`src/hdl/rai_pkg.sv`:
```
// Shared types and codes for the ray and flat ring intersection block.
package rai_pkg;

	typedef logic signed [31:0] coord_t;

	typedef struct packed {
		coord_t origin_x;
		coord_t origin_y;
		coord_t origin_z;
		coord_t dir_x;
		coord_t dir_y;
		coord_t dir_z;
	} ray_t;

	typedef struct packed {
		logic        hit_flag;
		logic [1:0]  miss_reason;
		logic [30:0] hit_distance;
	} res_t;

	typedef struct packed {
		coord_t [2:0] p;
		coord_t [2:0] d;
		logic [1:0]   reason;
		logic         ovf;
	} item_t;

	localparam logic [1:0] REASON_HIT      = 2'd0;
	localparam logic [1:0] REASON_PARALLEL = 2'd1;
	localparam logic [1:0] REASON_BEHIND   = 2'd2;
	localparam logic [1:0] REASON_OUTSIDE  = 2'd3;

	localparam logic [2:0] REG_CENTER_X  = 3'd0;
	localparam logic [2:0] REG_CENTER_Y  = 3'd1;
	localparam logic [2:0] REG_CENTER_Z  = 3'd2;
	localparam logic [2:0] REG_NORMAL_X  = 3'd3;
	localparam logic [2:0] REG_NORMAL_Y  = 3'd4;
	localparam logic [2:0] REG_NORMAL_Z  = 3'd5;
	localparam logic [2:0] REG_INNER_SQ  = 3'd6;
	localparam logic [2:0] REG_OUTER_SQ  = 3'd7;

	localparam logic [30:0] T_MAX    = 31'h7fffffff;
	localparam logic [64:0] SQ_LIMIT = 65'd3037000499;

endpackage

```
`src/hdl/rai_axis.sv`:
```
// Per-axis hit point and squared offset from the ring center, three stages.
module rai_axis import rai_pkg::*; #(
	parameter int FRACTION_BITS = 16
) (
	input  logic        clk,
	input  logic        en,
	input  logic [30:0] t,
	input  coord_t      p,
	input  coord_t      d,
	input  coord_t      c,
	output logic [63:0] sq_s3,
	output logic        big_s3
);
	logic signed [63:0] prod_s1;
	coord_t             p_s1;
	logic signed [63:0] pt;
	logic signed [64:0] diff;
	logic [64:0]        mag;
	logic [31:0]        m_s2;
	logic               big_s2;

	always_comb begin
		pt   = 64'(p_s1) + (prod_s1 >>> FRACTION_BITS);
		diff = 65'(c) - 65'(pt);
		mag  = diff[64] ? 65'(-diff) : 65'(diff);
	end

	always_ff @(posedge clk) begin
		if (en) begin
			prod_s1 <= $signed({1'b0, t}) * d;
			p_s1    <= p;
			m_s2    <= mag[31:0];
			big_s2  <= mag > SQ_LIMIT;
			sq_s3   <= 64'(m_s2) * 64'(m_s2);
			big_s3  <= big_s2;
		end
	end
endmodule

```
`config.mk`:
```
export PLATFORM = sky130hd
export DESIGN_NAME = rai_axis
export DESIGN_NICKNAME = d
export VERILOG_FILES = /design/src/hdl/rai_pkg.sv /design/src/hdl/rai_axis.sv
export SDC_FILE = /design/constraint.sdc
export NUM_CORES = 2
export LEC_CHECK = 0
export BUFFER_PORTS_ARGS = -buffer_cell sky130_fd_sc_hd__buf_4
export CAP_MARGIN = 20
export CORE_UTILIZATION = 60
export DETAILED_ROUTE_END_ITERATION = 10
export PLACE_DENSITY = 0.86
export REMOVE_ABC_BUFFERS = 1
export SLEW_MARGIN = 5
export SYNTH_ARGS = -nofsm -noshare
export SYNTH_HDL_FRONTEND = slang
export SYNTH_SLANG_ARGS = --single-unit
```
`constraint.sdc`:
```
create_clock -name clk -period 12.9 [get_ports clk]
set_clock_uncertainty 0.2 [all_clocks]
set_input_delay 0 -clock clk [delete_from_list [all_inputs] [get_ports clk]]
set_output_delay 0 -clock clk [all_outputs]
set_load 0.01 [all_outputs]
```
==> out/metrics.cfg <==
[drt]
viasPerCell = 5.68
wl_per_cell_um = 20.2
drt_wl_total_um = 187000
drc_errors = 0
vias = 52614
initialDrtViolationCount = 4600
ant_nets = 0
drtPass1Iterations = 8

[hold_path]
hp-start = p[1]
hp-class = in -> reg
worstHoldEndpoint = p_s1[1]
min_path_cells = 2

[run]
maxCapViolCount = 0

[worst_setup_path]
cp.required_ns = 12.99
critPathArrivalTime_ns = 10.02
rr_worst_depth = 28
reg2reg_to = sq_s3[62]
start_kind = flip-flop
end_kind = flip-flop
crit_fanout = 26
crit_slowest_cell = fa_1
rr_startpoint = m_s2[18]
slowest_delay_ns = 0.55
r2r_setup_slack_ns = 2.97
worstSetupPathType = reg -> reg
timing.critical_path.mode_cell = fa_1

[cts]
clockBufferDepth = 2
clkSlewWorstSetupHoldPaths_ns = 0.08
post_cts_buffers = 0
cts-root-buf = clkbuf_16
tritoncts = yes
htree_levels = 4
postCtsHoldBufs = 65
clock_sinks = 177
numCtsBuffers = 17
ctsResizeCount = 0
clock_latency_ns = 0.55

[logic_synthesis]
yosys_warnings = 0
synthDistinctLibCells = 106
synth.area.top_cells = fa_1, ha_1, inv_1
yosys.area.top_type = fa_1
avgSynthCellArea_um2 = 9.39
synthesis.area_um2 = 72000
netlist_instances = 7674
synthFlopType = edfxtp_1
yosysSeqAreaShare_pct = 7.38
synth_edf_count = 177
synthArstFlopShare_pct = 0
ys_ff_latch = 177
netlist.area_leader.share_pct = 47.9

[floorplanning]
initial_core_util_pct = 60.8
coreArea_um2 = 119000
die_w_um = 348
die_y_um = 348
dieArea_um2 = 121000
io_pins = 194
rows = 126

[sta]
relSlewSlack_pct = 21.3
fin_crit_sh_pct = 76.9
tightest_slew_ns = 1.15
setup_viol = 0
rsz0062_at_grt = false
slew_violations = 0
max_freq_ghz = 0.101
finalSetupTns_ns = 0
hold_viol = 0
fin_crit_ns = 9.93

[global_routing]
grt_pass1_wl_um = 305000
grt_usage_pct = 32.3
grt-ovfl-total = 0
grt_pass1_vias = 59050
antenna_found_initial = 4
grt_max_degree = 73

[placed_design]
routabilityCongestion = 0.984
dp_hpwl_um = 149000
port_buffers = 192

[cells_and_area]
drive_gt1_share_pct = 4.08
area_growth_pct = 5.05
nNetsFinal = 10117

[run_status]
outcome = finished clean

[cells in the mapped netlist (all sizes together), types with 18 or more instances]
cell type	number
fa	1722
nand2	898
and3	18
nand3	45
nand4	40
xnor2	123
a21oi	170
nor2	172
clkbuf	318
edfxtp	177
ha	615
and2	660
nor2b	41
o21a	25
xor2	59
buf	18
nand2b	43
o21ai	117
a21o	86
a31oi	18
inv	2019
nor3	31
[layout make-up]
class,count,area [um2]
multi-input cells,5139,57800
diodes,1,2.50
flip-flops and latches,177,5320
clock buffers,20,437
inverters,2022,7590
repair buffers,294,2370
well taps,1600,2000
clock inverters,11,116
fillers,9166,42900
[worst max-delay path by stage]
stage / to / startpoint / cells after the start / slack (ns)
finish: sq_s3[62] / m_s2[18] / 28 / 2.97
floorplan: sq_s3[62] / m_s2[6] / 27 / 4.33
CTS: sq_s3[62] / m_s2[18] / 28 / 3.10
global placement: sq_s3[63] / m_s2[7] / 29 / 3.34
detailed placement: sq_s3[62] / m_s2[18] / 28 / 3.11
global route: sq_s3[62] / m_s2[9] / 28 / 2.68
[flip-flops by register name, indices dropped and copies added, names as in the netlist]
register / flops
p_s1: 32
m_s2: 32
prod_s1: 48
big_s3: 1
big_s2: 1
sq_s3: 63
[kinds of logic after synthesis]
kind of cell	Yosys count	share of synthesized area, %
AOI/OAI and AO/OA	576	5.31
xor gates and xnor gates	182	2.21
adders and majority gates	2337	58.5
buffers and inverters	2358	12.3
DFF	177	7.38
muxes	12	0.174
other	1	0.00521
and+or+nand+nor	2031	14.0
[stage by stage]
step                cells  utilization [%]  worst slack [ns]  area (um2)  hold slack (ns)
floorplan            7338                -              4.33       70700           -0.101
global placement     9166             62.8              3.34       74500          -0.0218
detailed placement   9166             62.8              3.11       74500          -0.0208
CTS                  9262             63.8              3.10       75700          0.00475
global route         9263             63.8              2.68       75700          0.00912
finish               9264             63.8              2.97       75700           0.0323
[worst max-delay path, delay by kind of cell, from the launching register on]
kind	cells	cell delay, ns
fa+ha+maj	9	4.27
buf+inv	4	1.11
flops	1	0.33
xor+xnor	1	0.08
simple gates	1	0.30
compound gates	13	3.42
[metal layers]
metal	up-vias	wire length (um)	GRT usage (%)
met5	-	41	0
met4	6	8150	13.1
met3	629	21600	9.36
met2	2993	90900	54.6
met1	26373	66400	38.9
li1	22613	-	-
[placed cells by master (no fill, tap or decap), drive strengths merged, types with 7 or more instances in the layout]
master,instances
a21boi,10
o21a,25
fa,1722
buf,227
o21bai,17
inv,2019
a311oi,10
o211ai,13
dlygate4sd3,65
and2,660
a21o,86
and3,18
edfxtp,177
or2,17
o21ai,117
ha,615
a31oi,18
nor2,172
a21oi,170
clkinv,9
nand3,45
and4,12
xor2,59
nand2b,43
clkbuf,22
or3,7
nand2,898
mux2i,8
o31ai,17
nor4,17
xnor2,123
nor3,31
a211oi,15
a41oi,9
nand4,40
or4,7
nor2b,41
Power is left out: the tool's default activity adds up to more than one toggle a clock period on the data nets, which glitch-free logic cannot reach.
