[src/hdl/rai_pkg.sv]
// Shared types and codes for the ray and flat ring intersection block.
package rai_pkg;

	typedef logic signed [31:0] coord_t;

	typedef struct packed {
		coord_t origin_x;
		coord_t origin_y;
		coord_t origin_z;
		coord_t dir_x;
		coord_t dir_y;
		coord_t dir_z;
	} ray_t;

	typedef struct packed {
		logic        hit_flag;
		logic [1:0]  miss_reason;
		logic [30:0] hit_distance;
	} res_t;

	typedef struct packed {
		coord_t [2:0] p;
		coord_t [2:0] d;
		logic [1:0]   reason;
		logic         ovf;
	} item_t;

	localparam logic [1:0] REASON_HIT      = 2'd0;
	localparam logic [1:0] REASON_PARALLEL = 2'd1;
	localparam logic [1:0] REASON_BEHIND   = 2'd2;
	localparam logic [1:0] REASON_OUTSIDE  = 2'd3;

	localparam logic [2:0] REG_CENTER_X  = 3'd0;
	localparam logic [2:0] REG_CENTER_Y  = 3'd1;
	localparam logic [2:0] REG_CENTER_Z  = 3'd2;
	localparam logic [2:0] REG_NORMAL_X  = 3'd3;
	localparam logic [2:0] REG_NORMAL_Y  = 3'd4;
	localparam logic [2:0] REG_NORMAL_Z  = 3'd5;
	localparam logic [2:0] REG_INNER_SQ  = 3'd6;
	localparam logic [2:0] REG_OUTER_SQ  = 3'd7;

	localparam logic [30:0] T_MAX    = 31'h7fffffff;
	localparam logic [64:0] SQ_LIMIT = 65'd3037000499;

endpackage

[src/hdl/rai_div_cell.sv]
// One restoring division cell that settles a single quotient bit.
module rai_div_cell import rai_pkg::*; #(
	parameter int W = 84,
	parameter int K = 0
) (
	input  logic         clk,
	input  logic         arst_n,
	input  logic         en,
	input  logic         v_in,
	input  logic [W-1:0] r_in,
	input  logic [W-1:0] b_in,
	input  logic [30:0]  q_in,
	input  item_t        it_in,
	output logic         v_q,
	output logic [W-1:0] r_q,
	output logic [W-1:0] b_q,
	output logic [30:0]  q_q,
	output item_t        it_q
);
	logic [W:0] trial;

	assign trial = {1'b0, r_in} - {1'b0, (b_in << K)};

	always_ff @(posedge clk or negedge arst_n) begin
		if (!arst_n) begin
			v_q <= 1'b0;
		end else if (en) begin
			v_q <= v_in;
		end
	end

	always_ff @(posedge clk) begin
		if (en) begin
			b_q  <= b_in;
			it_q <= it_in;
			if (!trial[W]) begin
				r_q <= trial[W-1:0];
				q_q <= q_in | (31'd1 << K);
			end else begin
				r_q <= r_in;
				q_q <= q_in;
			end
		end
	end
endmodule

[config.mk]
export PLATFORM = sky130hd
export DESIGN_NAME = rai_div_cell
export DESIGN_NICKNAME = d
export VERILOG_FILES = /design/src/hdl/rai_pkg.sv /design/src/hdl/rai_div_cell.sv
export SDC_FILE = /design/constraint.sdc
export NUM_CORES = 1
export LEC_CHECK = 0
export CAP_MARGIN = 0
export CORE_AREA = 2 2 310 312
export CTS_CLUSTER_DIAMETER = 30
export DETAILED_ROUTE_END_ITERATION = 7
export DIE_AREA = 0 0 312 314
export DONT_BUFFER_PORTS = 1
export GPL_ROUTABILITY_DRIVEN = 1
export HOLD_SLACK_MARGIN = 0.15
export PLACE_DENSITY_LB_ADDON = 0.12
export SKIP_LAST_GASP = 1
export SYNTH_ARGS = -nofsm -noshare
export SYNTH_HDL_FRONTEND = slang
export SYNTH_SLANG_ARGS = --single-unit
[constraint.sdc]
create_clock -name clk -period 2.7 [get_ports clk]
set_clock_uncertainty 0.2 [all_clocks]
set_input_delay 0.27 -clock clk [delete_from_list [all_inputs] [get_ports clk]]
set_output_delay 0.27 -clock clk [all_outputs]
set_load 0.03 [all_outputs]
==> results of run 1 <==
==> sequential cells by signal (all words and copies together) (netlist names) <==
name,flops
b_q,84
v_q,1
q_q,31
r_q,84
it_q,195
==> cell type report <==
| cell class | instances | area share (%) |
|---|---|---|
| Timing Repair Buffer | 1046 | 28.14 |
| Tap cell | 1265 | 4.584 |
| Clock buffer | 106 | 7.437 |
| Inverter | 110 | 1.319 |
| Sequential cell | 395 | 34.34 |
| Multi-Input combinational cell | 842 | 21.08 |
| Antenna cell | 3 | 0.02174 |
| Clock inverter | 87 | 3.070 |
==> cells in the final DEF (no fill, tap or decap), types with 13 or more instances in the layout <==
master / instances
inv_8: 17
buf_4: 388
inv_6: 24
o21bai_1: 22
xor2_1: 27
o21ai_0: 40
ha_1: 54
a21o_1: 31
a21oi_1: 94
nand2_1: 83
mux2_2: 14
and3_1: 15
nor2_1: 50
a21oi_2: 13
clkbuf_16: 105
mux2_4: 56
dlygate4sd3_1: 627
o21a_1: 21
nand4_1: 36
nor3_1: 19
edfxtp_1: 394
inv_1: 98
ha_4: 27
xnor2_1: 43
==> worst paths after layout <==
path	end	slack [ns]	cells past startpoint
min reg2reg	v_q	1.15	2
max reg2reg	v_q	1.00	2
max	r_q[66]	-0.36	14
min in group asynchronous	v_q	0.73	3
max in group asynchronous	v_q	1.46	3
min	b_q[1]	-0.51	0
==> repair_timing <==
action / CTS / global route
gates resized for setup: 83 / 134
cloned: 4 / 4
hold buffers: 581 / 52
setup buffers: 13 / 10
endpoints found under the hold margin: 790 / 485
pin swaps: 16 / 27
setup endpoints to repair: 85 / 85
==> layer usage <==
layer  vias up  routed length (um)  global-route usage [%]
met5         -                  45                       0
met4         8                2400                   6.228
met3       111                5688                   4.960
met2       637               47220                   31.54
met1      7990               32780                   18.39
li1       7563                   -                       -
==> where the power goes <==
part	internal, mW	total [mW]	switching (mW)
registers	7.49	9.01	1.52
logic	2.31	4.01	1.69
clock network	8.15	12.7	4.51
==> through the flow <==
stage                     utilization [%]  setup TNS, ns  worst slack [ns]  area [sq um]
after detailed placement            24.65        -100.53            -1.371         23280
final                               36.55         -21.95           -0.3598         34520
after global placement              24.65        -102.63            -1.391         23280
after floorplan                         -         -37.92           -0.4836         19060
after CTS                           35.31         -30.03           -0.4373         33350
after global routing                36.55         -28.26           -0.4165         34520
==> kinds of logic (layout without fill, tap and decap cells) <==
family | count (synthesis) | count (layout)
simple gates | 272 | 272
flops | 395 | 395
other cells | 0 | 3
mux | 73 | 73
compound gates | 342 | 342
fa+ha+maj | 85 | 85
xor+xnor | 70 | 70
buf+inv | 161 | 1349
==> results.json, run 1 <==
{
  "outcome": "complete, but fails checks",
  "failing_checks": "hold timing, setup timing",
  "overall_power_consumption_mw": 25.67,
  "synth_xor_xnor_area_share_pct": 3.285,
  "clk_path_buf_depth": 3,
  "rsz0062_at_grt": "true",
  "placed_cells_incl_taps": 3003,
  "finalCritPeriodShare_pct": 113.3,
  "buffer_ports.inserted": 0,
  "detail_route.vias_per_cell": 4.232,
  "routabilityCongestion": 0.8025,
  "timing.critical_path.max_delay_family": "simple AND/OR/NAND/NOR gates",
  "design.die.area_sq_um": 97970,
  "synth_top_family_by_area": "compound AO/OA/AOI/OAI gates",
  "ys_async_sr_fraction_pct": 0.2532,
  "cts.sink_count": 395,
  "synthesis.instances": 1398,
  "synthToLayoutAreaGrowth_pct": 84.98,
  "syn_area_sq_um": 18660,
  "register_area_sq_um": 11860,
  "floorplan_core_area_sq_um": 94450,
  "postSynthRegisterBits": 395,
  "timing.final.max_slew_violations": 0,
  "fin_nets": 2980,
  "yosys.area.top_type": "edfxtp_1",
  "post_synth_and_or_nand_nor_area_fraction_pct": 7.522,
  "cp-end-kind": "flip-flop",
  "p_leak_nw": 13.72,
  "distinct_cell_type_count_after_synthesis": 79,
  "grt_start_max_net_pins": 396,
  "powerDensity_nw_per_um2": 743.7,
  "fillCellCount": 9216,
  "worstSetupPathType": "in2reg",
  "fin_cells": 3854,
  "final_layout_size_suffix_gt1_share_pct": 30.94,
  "final-hold-violation-count": 334,
  "critical_path.cell_chain": "inv_1 -> ha_4 -> nand4_1 -> or4_4 -> a21oi_4 -> nor3_4 -> a211oi_4 -> o31ai_4 -> a21oi_4 -> nor3_4 -> nor2_8 -> buf_6 -> clkbuf_16 -> mux2_1",
  "critPathMaxStageDelay_ns": 0.56,
  "period_minus_slack_ns": 3.060,
  "worst-slew-pin-transition_ns": 0.8727,
  "crit-reg2reg-launch": "v_q",
  "place.detailed.hpwl_um": 61190,
  "syn_area_per_cell_sq_um": 13.35,
  "adder_cell_area_share_of_the_yosys_netlist_pct": 5.738,
  "synth.area.top_cells": "edfxtp_1 (63%), ha_1 (5.6%), mux2_2 (3.5%)",
  "cp_slowest_cell": "or4_4",
  "worstPathArrival_ns": 3.23,
  "finalSetupViolCount": 85,
  "peakVddDrop_mv": 0.4624,
  "synth_enable_flop_cells": 394,
  "number_of_violations_reported_at_the_end_of_detailed_routing_iteration_0": 920,
  "category_of_the_worst_setup_path_launch_point": "input port",
  "die_width_um": 312,
  "dr_total_vias": 16310,
  "clock-root-buffer": "clkbuf_16",
  "drt_total_wl_um": 88140,
  "fmax_mhz": 326.8,
  "net_count_synth": 1881,
  "grt_pass1_vias": 17500,
  "synth-seq-area-share_pct": 63.52,
  "grt_first_pass_wirelength_um": 122700,
  "yosys_warnings": 0,
  "worst_path_bufs_invs": 3,
  "multi_input_combinational_cell_area_sq_um": 7278,
  "cts-buffers-inserted": 102,
  "yosys-mux-area-fraction_pct": 4.398,
  "placementRows": 113,
  "synth_top_cells_by_count": "edfxtp_1 (394), a21oi_1 (110), inv_1 (110), ha_1 (84), nand2_1 (83)",
  "min-delay-start": "b_in[1]",
  "floorplan.die.height_um": 314,
  "crit_path_start": "b_in[9]",
  "layout_setup_ws_ns": -0.3598,
  "synth_most_common_cell": "edfxtp_1",
  "antenna_violations_before_repair": 11,
  "drc": 0,
  "grt_use_total_pct": 17.07,
  "hold_ws_ns": -0.5144,
  "total_i_o_pin_count": 793,
  "yosys.area.top_type_share_pct": 63.39,
  "cap_violations": 0,
  "hp-class": "in2reg",
  "initial_utilization_pct": 19.76,
  "cp_data_required_time_ns": 2.87,
  "ys.flop_type": "edfxtp_1",
  "detail_route.first_pass.iterations": 5,
  "synth_compound_area_share_pct": 11.88,
  "cts.htree.levels": 3,
  "overflow": 0,
  "routedWlPerCell_um": 22.87,
  "tritoncts_clock_tree": "yes",
  "clock_latency_ns": 0.66,
  "register_clock_pin_slew_on_the_reported_worst_setup_and_hold_paths_ns": 0.05,
  "relSlewSlack_pct": 41.82,
  "final_antenna_net_count": 0,
  "critical_path.max_fanout": 6
}
No activity file was read; power rests on OpenSTA's default activity.
==> run 2: changes to the inputs <==
--- a/config.mk
+++ b/config.mk
@@ -14,6 +14,7 @@
 export GPL_ROUTABILITY_DRIVEN = 1
 export HOLD_SLACK_MARGIN = 0.15
 export PLACE_DENSITY_LB_ADDON = 0.12
+export SETUP_SLACK_MARGIN = 0.2
 export SKIP_LAST_GASP = 1
 export SYNTH_ARGS = -nofsm -noshare
 export SYNTH_HDL_FRONTEND = slang
==> run 2 against run 1 <==
Compared with the run above: the flow still finishes with violations (hold timing, setup timing); cell area grew 0.25%; via count stayed put; count of clock-buffer cells in the layout is the same; total power up 0.22%; flip-flop and latch count is the same; critical path depth shrank 2; hold slack barely moved; fmax is 1.6% lower; combinational power up 1%; sequential share of layout area shrank 0.084 points; non-clock buffer count is 7 higher; utilization is 0.090 points higher.
==> results.json, run 2 (synthesis gave the netlist of run 1 again) <==
{
  "final_antenna_net_count": 0,
  "powerDensity_nw_per_um2": 743.5,
  "initial_utilization_pct": 19.76,
  "fillCellCount": 9203,
  "synthToLayoutAreaGrowth_pct": 85.43,
  "floorplan.die.height_um": 314,
  "grt_use_total_pct": 17.07,
  "critical_path.max_fanout": 6,
  "dr_total_vias": 16310,
  "largest_register_ff_count": 195,
  "cp-end-kind": "flip-flop",
  "antenna_violations_before_repair": 11,
  "overflow": 0,
  "placementRows": 113,
  "place.detailed.hpwl_um": 61190,
  "die_width_um": 312,
  "fmax_mhz": 321.6,
  "cap_violations": 0,
  "registers.top_by_ff_count": "it_q",
  "final_layout_size_suffix_gt1_share_pct": 31.05,
  "total_i_o_pin_count": 793,
  "worst-slew-pin-transition_ns": 1.110,
  "design.die.area_sq_um": 97970,
  "number_of_violations_reported_at_the_end_of_detailed_routing_iteration_0": 1035,
  "worstPathArrival_ns": 3.28,
  "biggestRegsByFlops": "it_q x195, b_q x84, r_q x84",
  "outcome": "complete, but fails checks",
  "drt_total_wl_um": 88370,
  "final_cell_mix": "dlygate4sd3_1 (628), edfxtp_1 (394), buf_4 (391)",
  "clk_path_buf_depth": 3,
  "finalCritPeriodShare_pct": 115.2,
  "timing.final.max_slew_violations": 0,
  "relSlewSlack_pct": 26.01,
  "fin_nets": 2987,
  "routedWlPerCell_um": 22.87,
  "routabilityCongestion": 0.8025,
  "cts-buffers-inserted": 102,
  "failing_checks": "hold timing, setup timing",
  "peakVddDrop_mv": 0.4631,
  "floorplan_core_area_sq_um": 94450,
  "drc": 0,
  "grt_pass1_vias": 17520,
  "mostFrequentLayoutCell": "dlygate4sd3_1",
  "layout_setup_ws_ns": -0.4096,
  "finalSetupTns_ns": -27.77,
  "worstSetupPathType": "in2reg",
  "clock_latency_ns": 0.66,
  "cts.sink_count": 395,
  "utilization_pct": 36.64,
  "overall_power_consumption_mw": 25.73,
  "buffer_ports.inserted": 0,
  "cts.htree.levels": 3,
  "cp_data_required_time_ns": 2.87,
  "clock-root-buffer": "clkbuf_16",
  "detail_route.vias_per_cell": 4.222,
  "finalSetupViolCount": 85,
  "grt_start_max_net_pins": 396,
  "grt_first_pass_wirelength_um": 122700,
  "detail_route.first_pass.iterations": 5,
  "timing.reg2reg.setup_slack_ns": 1.00,
  "period_minus_slack_ns": 3.110,
  "hold_ws_ns": -0.5145,
  "rsz0062_at_grt": "true",
  "hp-class": "in2reg",
  "tritoncts_clock_tree": "yes",
  "final-hold-violation-count": 184,
  "category_of_the_worst_setup_path_launch_point": "input port",
  "register_clock_pin_slew_on_the_reported_worst_setup_and_hold_paths_ns": 0.05,
  "p_leak_nw": 13.76
}
==> run 2: final timing paths <==
| check | from | endpoint | cells after the start |
|---|---|---|---|
| min reg2reg | v_q | v_q | 2 |
| min in group asynchronous | arst_n | v_q | 3 |
| min | b_in[1] | b_q[1] | 0 |
| max in group asynchronous | arst_n | v_q | 3 |
| max | r_in[78] | r_q[66] | 12 |
| max reg2reg | v_q | v_q | 2 |
==> run 2: final cells by class <==
class                           count  area [sq um]  share of cell area, %
Tap cell                         1265          1583                  4.573
Clock inverter                     87          1060                  3.062
Multi-Input combinational cell    842          7257                  20.97
Inverter                          110         474.2                  1.370
Clock buffer                      106          2567                  7.418
Timing Repair Buffer             1053          9799                  28.31
Sequential cell                   395         11860                  34.26
Antenna cell                        5         12.51                0.03615
==> run 2: power by group <==
part | switching [mW] | leakage (nW) | internal (mW)
clock network | 4.51 | 1.75 | 8.15
logic | 1.70 | 8.15 | 2.36
registers | 1.52 | 3.87 | 7.49
==> run 2: layer usage <==
metal | track usage [%] | routed length (um) | vias up
li1 | - | - | 7582
met1 | 18.38 | 33060 | 7985
met2 | 31.55 | 47260 | 621
met3 | 4.960 | 5597 | 113
met4 | 6.228 | 2407 | 8
met5 | 0 | 42 | -
==> run 2: worst max-delay path, stage by stage <==
cell,delay (ns)
dlygate4sd3_1,0.61
ha_4,0.28
inv_1,0.07
o21bai_1,0.08
a221oi_1,0.30
o21ai_1,0.18
or3_4,0.42
nor3_4,0.33
nor2_8,0.09
buf_6,0.15
clkbuf_16,0.17
mux2_1,0.32
==> run 2: metrics by stage <==
step / cell area, sq um / std cells / worst slack, ns
finish: 34610 / 3863 / -0.4096
detailed placement: 23280 / 3003 / -1.371
floorplan: 19060 / 1398 / -0.4836
global placement: 23280 / 3003 / -1.391
CTS: 33370 / 3795 / -0.4373
global route: 34610 / 3862 / -0.4619
==> run 2: what timing repair did <==
item,CTS,global route
setup buffers,13,10
hold endpoints to repair,790,481
cloned,4,5
setup endpoints to repair,85,85
hold buffers,582,48
gates resized for setup,82,127
pin swaps,17,24
==> run 3: changes to the inputs <==
==> constraint.sdc (replaced) <==
create_clock -name clk -period 3.85 [get_ports clk]
set_clock_uncertainty 0.2 [all_clocks]
set_input_delay 0.385 -clock clk [delete_from_list [all_inputs] [get_ports clk]]
set_output_delay 0.385 -clock clk [all_outputs]
set_load 0.03 [all_outputs]
==> run 3 against run 2 <==
Compared with the run above: the run now fails in clock tree synthesis (4_1_cts); synthesized cell count did not move; area after synthesis did not move.
==> results.json, run 3 <==
{
  "outcome": "did not finish",
  "last_stage_reached": "clock tree synthesis (4_1_cts)",
  "error_message": "[ERROR RSZ-0060] Max buffer count reached.",
  "yosys.area.top_type": "edfxtp_1",
  "die_width_um": 312,
  "synth_most_common_cell": "edfxtp_1",
  "postSynthRegisterBits": 395,
  "distinct_cell_type_count_after_synthesis": 79,
  "synth_top_cells_by_count": "edfxtp_1 (394), a21oi_1 (110), inv_1 (110), ha_1 (84), nand2_1 (83)",
  "yosys_warnings": 0,
  "post_cts.repair.setup_buffers": 0,
  "clock-root-buffer": "clkbuf_16",
  "syn_area_per_cell_sq_um": 13.35,
  "synth_enable_flop_cells": 394,
  "placed_cells_incl_taps": 2765,
  "place.detailed.hpwl_um": 60720,
  "yosys.area.top_type_share_pct": 63.39,
  "floorplan.die.height_um": 314,
  "dpl-instance-area_sq_um": 21150,
  "ys_async_sr_fraction_pct": 0.2532,
  "clk_path_buf_depth": 3,
  "cts_hold_repair.buffers": 591,
  "cts-buffers-inserted": 99,
  "cts_resized": 3,
  "initial_utilization_pct": 19.76,
  "cts.htree.levels": 3,
  "syn_area_sq_um": 18660,
  "ys.flop_type": "edfxtp_1",
  "buffer_ports.inserted": 0,
  "total_i_o_pin_count": 793,
  "routabilityCongestion": 0.8022,
  "net_count_synth": 1881,
  "synth.area.top_cells": "edfxtp_1 (63%), ha_1 (5.6%), mux2_2 (3.5%)",
  "synth-seq-area-share_pct": 63.52,
  "placementRows": 113,
  "synthesis.instances": 1398,
  "cts.sink_count": 395
}
==> run 3: cells by family after synthesis <==
group | count (synthesis) | synth area share, %
buffers and inverters | 161 | 3.654
adder cells (fa/ha/maj) | 85 | 5.738
multiplexers | 73 | 4.398
flip-flops | 395 | 63.52
XOR/XNOR | 70 | 3.285
AND/OR/NAND/NOR | 272 | 7.522
AO/OA/AOI/OAI | 342 | 11.88
==> run 3: metrics by stage <==
stage | setup slack, ns | hold slack, ns | utilization [%]
3_3_place_gp | -0.7844 | -0.1103 | 22.40
3_5_place_dp | -0.7049 | -0.1103 | 22.40
2_1_floorplan | 0.2004 | -0.1106 | -
==> run 4: changes to the inputs <==
==> config.mk (replaced) <==
export PLATFORM = sky130hd
export DESIGN_NAME = rai_div_cell
export DESIGN_NICKNAME = d
export VERILOG_FILES = /design/src/hdl/rai_pkg.sv /design/src/hdl/rai_div_cell.sv
export SDC_FILE = /design/constraint.sdc
export NUM_CORES = 1
export LEC_CHECK = 0
export CAP_MARGIN = 0
export CORE_AREA = 2 2 311 313
export DETAILED_ROUTE_END_ITERATION = 7
export DIE_AREA = 0 0 313 315
export DONT_BUFFER_PORTS = 1
export GPL_ROUTABILITY_DRIVEN = 1
export PLACE_DENSITY_LB_ADDON = 0.15
export SKIP_LAST_GASP = 1
export SYNTH_ARGS = -nofsm -noshare
export SYNTH_HDL_FRONTEND = slang
export SYNTH_SLANG_ARGS = --single-unit
==> run 4 against run 3 <==
Compared with the run above: the flow now finishes, with violations (hold timing).
==> results.json, run 4 (synthesis gave the netlist of run 1 again) <==
{
  "placementRows": 114,
  "biggestRegsByFlops": "it_q x195, b_q x84, r_q x84",
  "drt_total_wl_um": 80390,
  "tritoncts_clock_tree": "yes",
  "finalSetupViolCount": 0,
  "worst-slew-pin-transition_ns": 1.076,
  "clk_path_buf_depth": 3,
  "total_i_o_pin_count": 793,
  "overall_power_consumption_mw": 12.82,
  "mostFrequentLayoutCell": "dlygate4sd3_1",
  "overflow": 0,
  "worstPathArrival_ns": 3.78,
  "relSlewSlack_pct": 28.29,
  "final_cell_mix": "dlygate4sd3_1 (397), edfxtp_1 (394), buf_4 (175)",
  "fmax_mhz": 278.3,
  "detail_route.first_pass.iterations": 5,
  "fillCellCount": 9891,
  "cp-end-kind": "flip-flop",
  "final_layout_size_suffix_gt1_share_pct": 16.85,
  "clock-root-buffer": "clkbuf_16",
  "grt_pass1_vias": 14950,
  "finalCritPeriodShare_pct": 93.32,
  "peakVddDrop_mv": 0.3078,
  "routedWlPerCell_um": 24.42,
  "final-hold-violation-count": 84,
  "rsz0062_at_grt": "false",
  "drc": 0,
  "cts.sink_count": 395,
  "cap_violations": 0,
  "grt_use_total_pct": 15.57,
  "die_width_um": 313,
  "floorplan.die.height_um": 315,
  "floorplan_core_area_sq_um": 95710,
  "powerDensity_nw_per_um2": 475.5,
  "design.die.area_sq_um": 98600,
  "outcome": "complete, but fails checks",
  "final_antenna_net_count": 0,
  "fin_cells": 3292,
  "number_of_violations_reported_at_the_end_of_detailed_routing_iteration_0": 999,
  "cts.htree.levels": 2,
  "register_clock_pin_slew_on_the_reported_worst_setup_and_hold_paths_ns": 0.06,
  "place.detailed.hpwl_um": 60730,
  "period_minus_slack_ns": 3.593,
  "critical_path.max_fanout": 3,
  "clock_latency_ns": 0.61,
  "registers.top_by_ff_count": "it_q",
  "finalSetupTns_ns": 0,
  "p_leak_nw": 10.19,
  "antenna_violations_before_repair": 17,
  "dr_total_vias": 14060,
  "routabilityCongestion": 0.8114,
  "initial_utilization_pct": 19.50,
  "worstSetupPathType": "in2reg",
  "cp_data_required_time_ns": 4.03,
  "hold_ws_ns": -0.3476,
  "cts_hold_repair.buffers": 397,
  "failing_checks": "hold timing",
  "fin_nets": 2457,
  "post_cts.repair.setup_buffers": 0,
  "timing.final.max_slew_violations": 0,
  "category_of_the_worst_setup_path_launch_point": "input port",
  "buffer_ports.inserted": 0,
  "placed_cells_incl_taps": 2802,
  "detail_route.vias_per_cell": 4.270,
  "grt_first_pass_wirelength_um": 110800,
  "hp-class": "in2reg",
  "grt_start_max_net_pins": 396,
  "synthToLayoutAreaGrowth_pct": 44.47,
  "cts-buffers-inserted": 49,
  "largest_register_ff_count": 195
}
run 4: power by group:
| group | leakage (nW) | internal [mW] | total, mW | switching, mW |
|---|---|---|---|---|
| Sequential | 3.87 | 5.24 | 6.30 | 1.05 |
| Combinational | 5.56 | 0.996 | 1.91 | 0.918 |
| Clock | 0.759 | 2.60 | 4.61 | 2.01 |
| Total | 10.2 | 8.84 | 12.8 | 3.98 |
run 4: layout make-up:
| type | instances | area (sq um) | area share, % |
|---|---|---|---|
| inverters | 110 | 412.9 | 1.531 |
| repair buffers | 576 | 5368 | 19.91 |
| well taps | 1276 | 1597 | 5.921 |
| clock buffers | 55 | 1270 | 4.710 |
| flip-flops and latches | 395 | 11860 | 43.97 |
| multi-input cells | 842 | 6146 | 22.79 |
| diodes | 4 | 10.01 | 0.03712 |
| clock inverters | 34 | 304.0 | 1.128 |
run 4: timing repair:
item / in CTS / in global routing
endpoints found under the setup margin: 7 / 5
endpoints found under the hold margin: 790 / 350
gates resized for setup: 2 / 4
run 4: final timing paths:
check	startpoint	end	slack [ns]	cells after the start
max in group asynchronous	arst_n	v_q	2.98	2
min	b_in[0]	b_q[0]	-0.35	0
min reg2reg	v_q	v_q	1.12	2
min in group asynchronous	arst_n	v_q	0.35	2
max	r_in[0]	r_q[74]	0.26	16
max reg2reg	v_q	v_q	2.16	2
run 4: stage by stage:
stage / setup WS [ns] / area (sq um) / util, %
finish: 0.2571 / 26960 / 28.17
global route: 0.01336 / 26960 / 28.17
CTS: 0.04063 / 26930 / 28.14
detailed placement: -0.8882 / 21390 / 22.34
global placement: -0.8721 / 21390 / 22.34
floorplan: 0.1604 / 18660 / -
run 4: per-layer routing:
metal / share of wire (%) / up-vias / track usage [%]
met5: 0.071 / - / 0
met4: 2.6 / 10 / 4.339
met3: 6.8 / 112 / 4.631
met2: 55 / 548 / 30.07
met1: 36 / 6931 / 16.12
li1: - / 6456 / -
run 4: critical path, stage by stage:
cell and delay (ns):
inv_1 0.02, ha_1 0.23, fa_1 0.44, nor2b_1 0.23, o2111ai_2 0.20, a2111oi_2 0.44, buf_4 0.17, o311ai_1 0.21
a21oi_1 0.22, buf_4 0.14, o21ai_1 0.10, o21ba_2 0.27, buf_4 0.15, a31oi_1 0.19, xor2_1 0.09, mux2_2 0.27
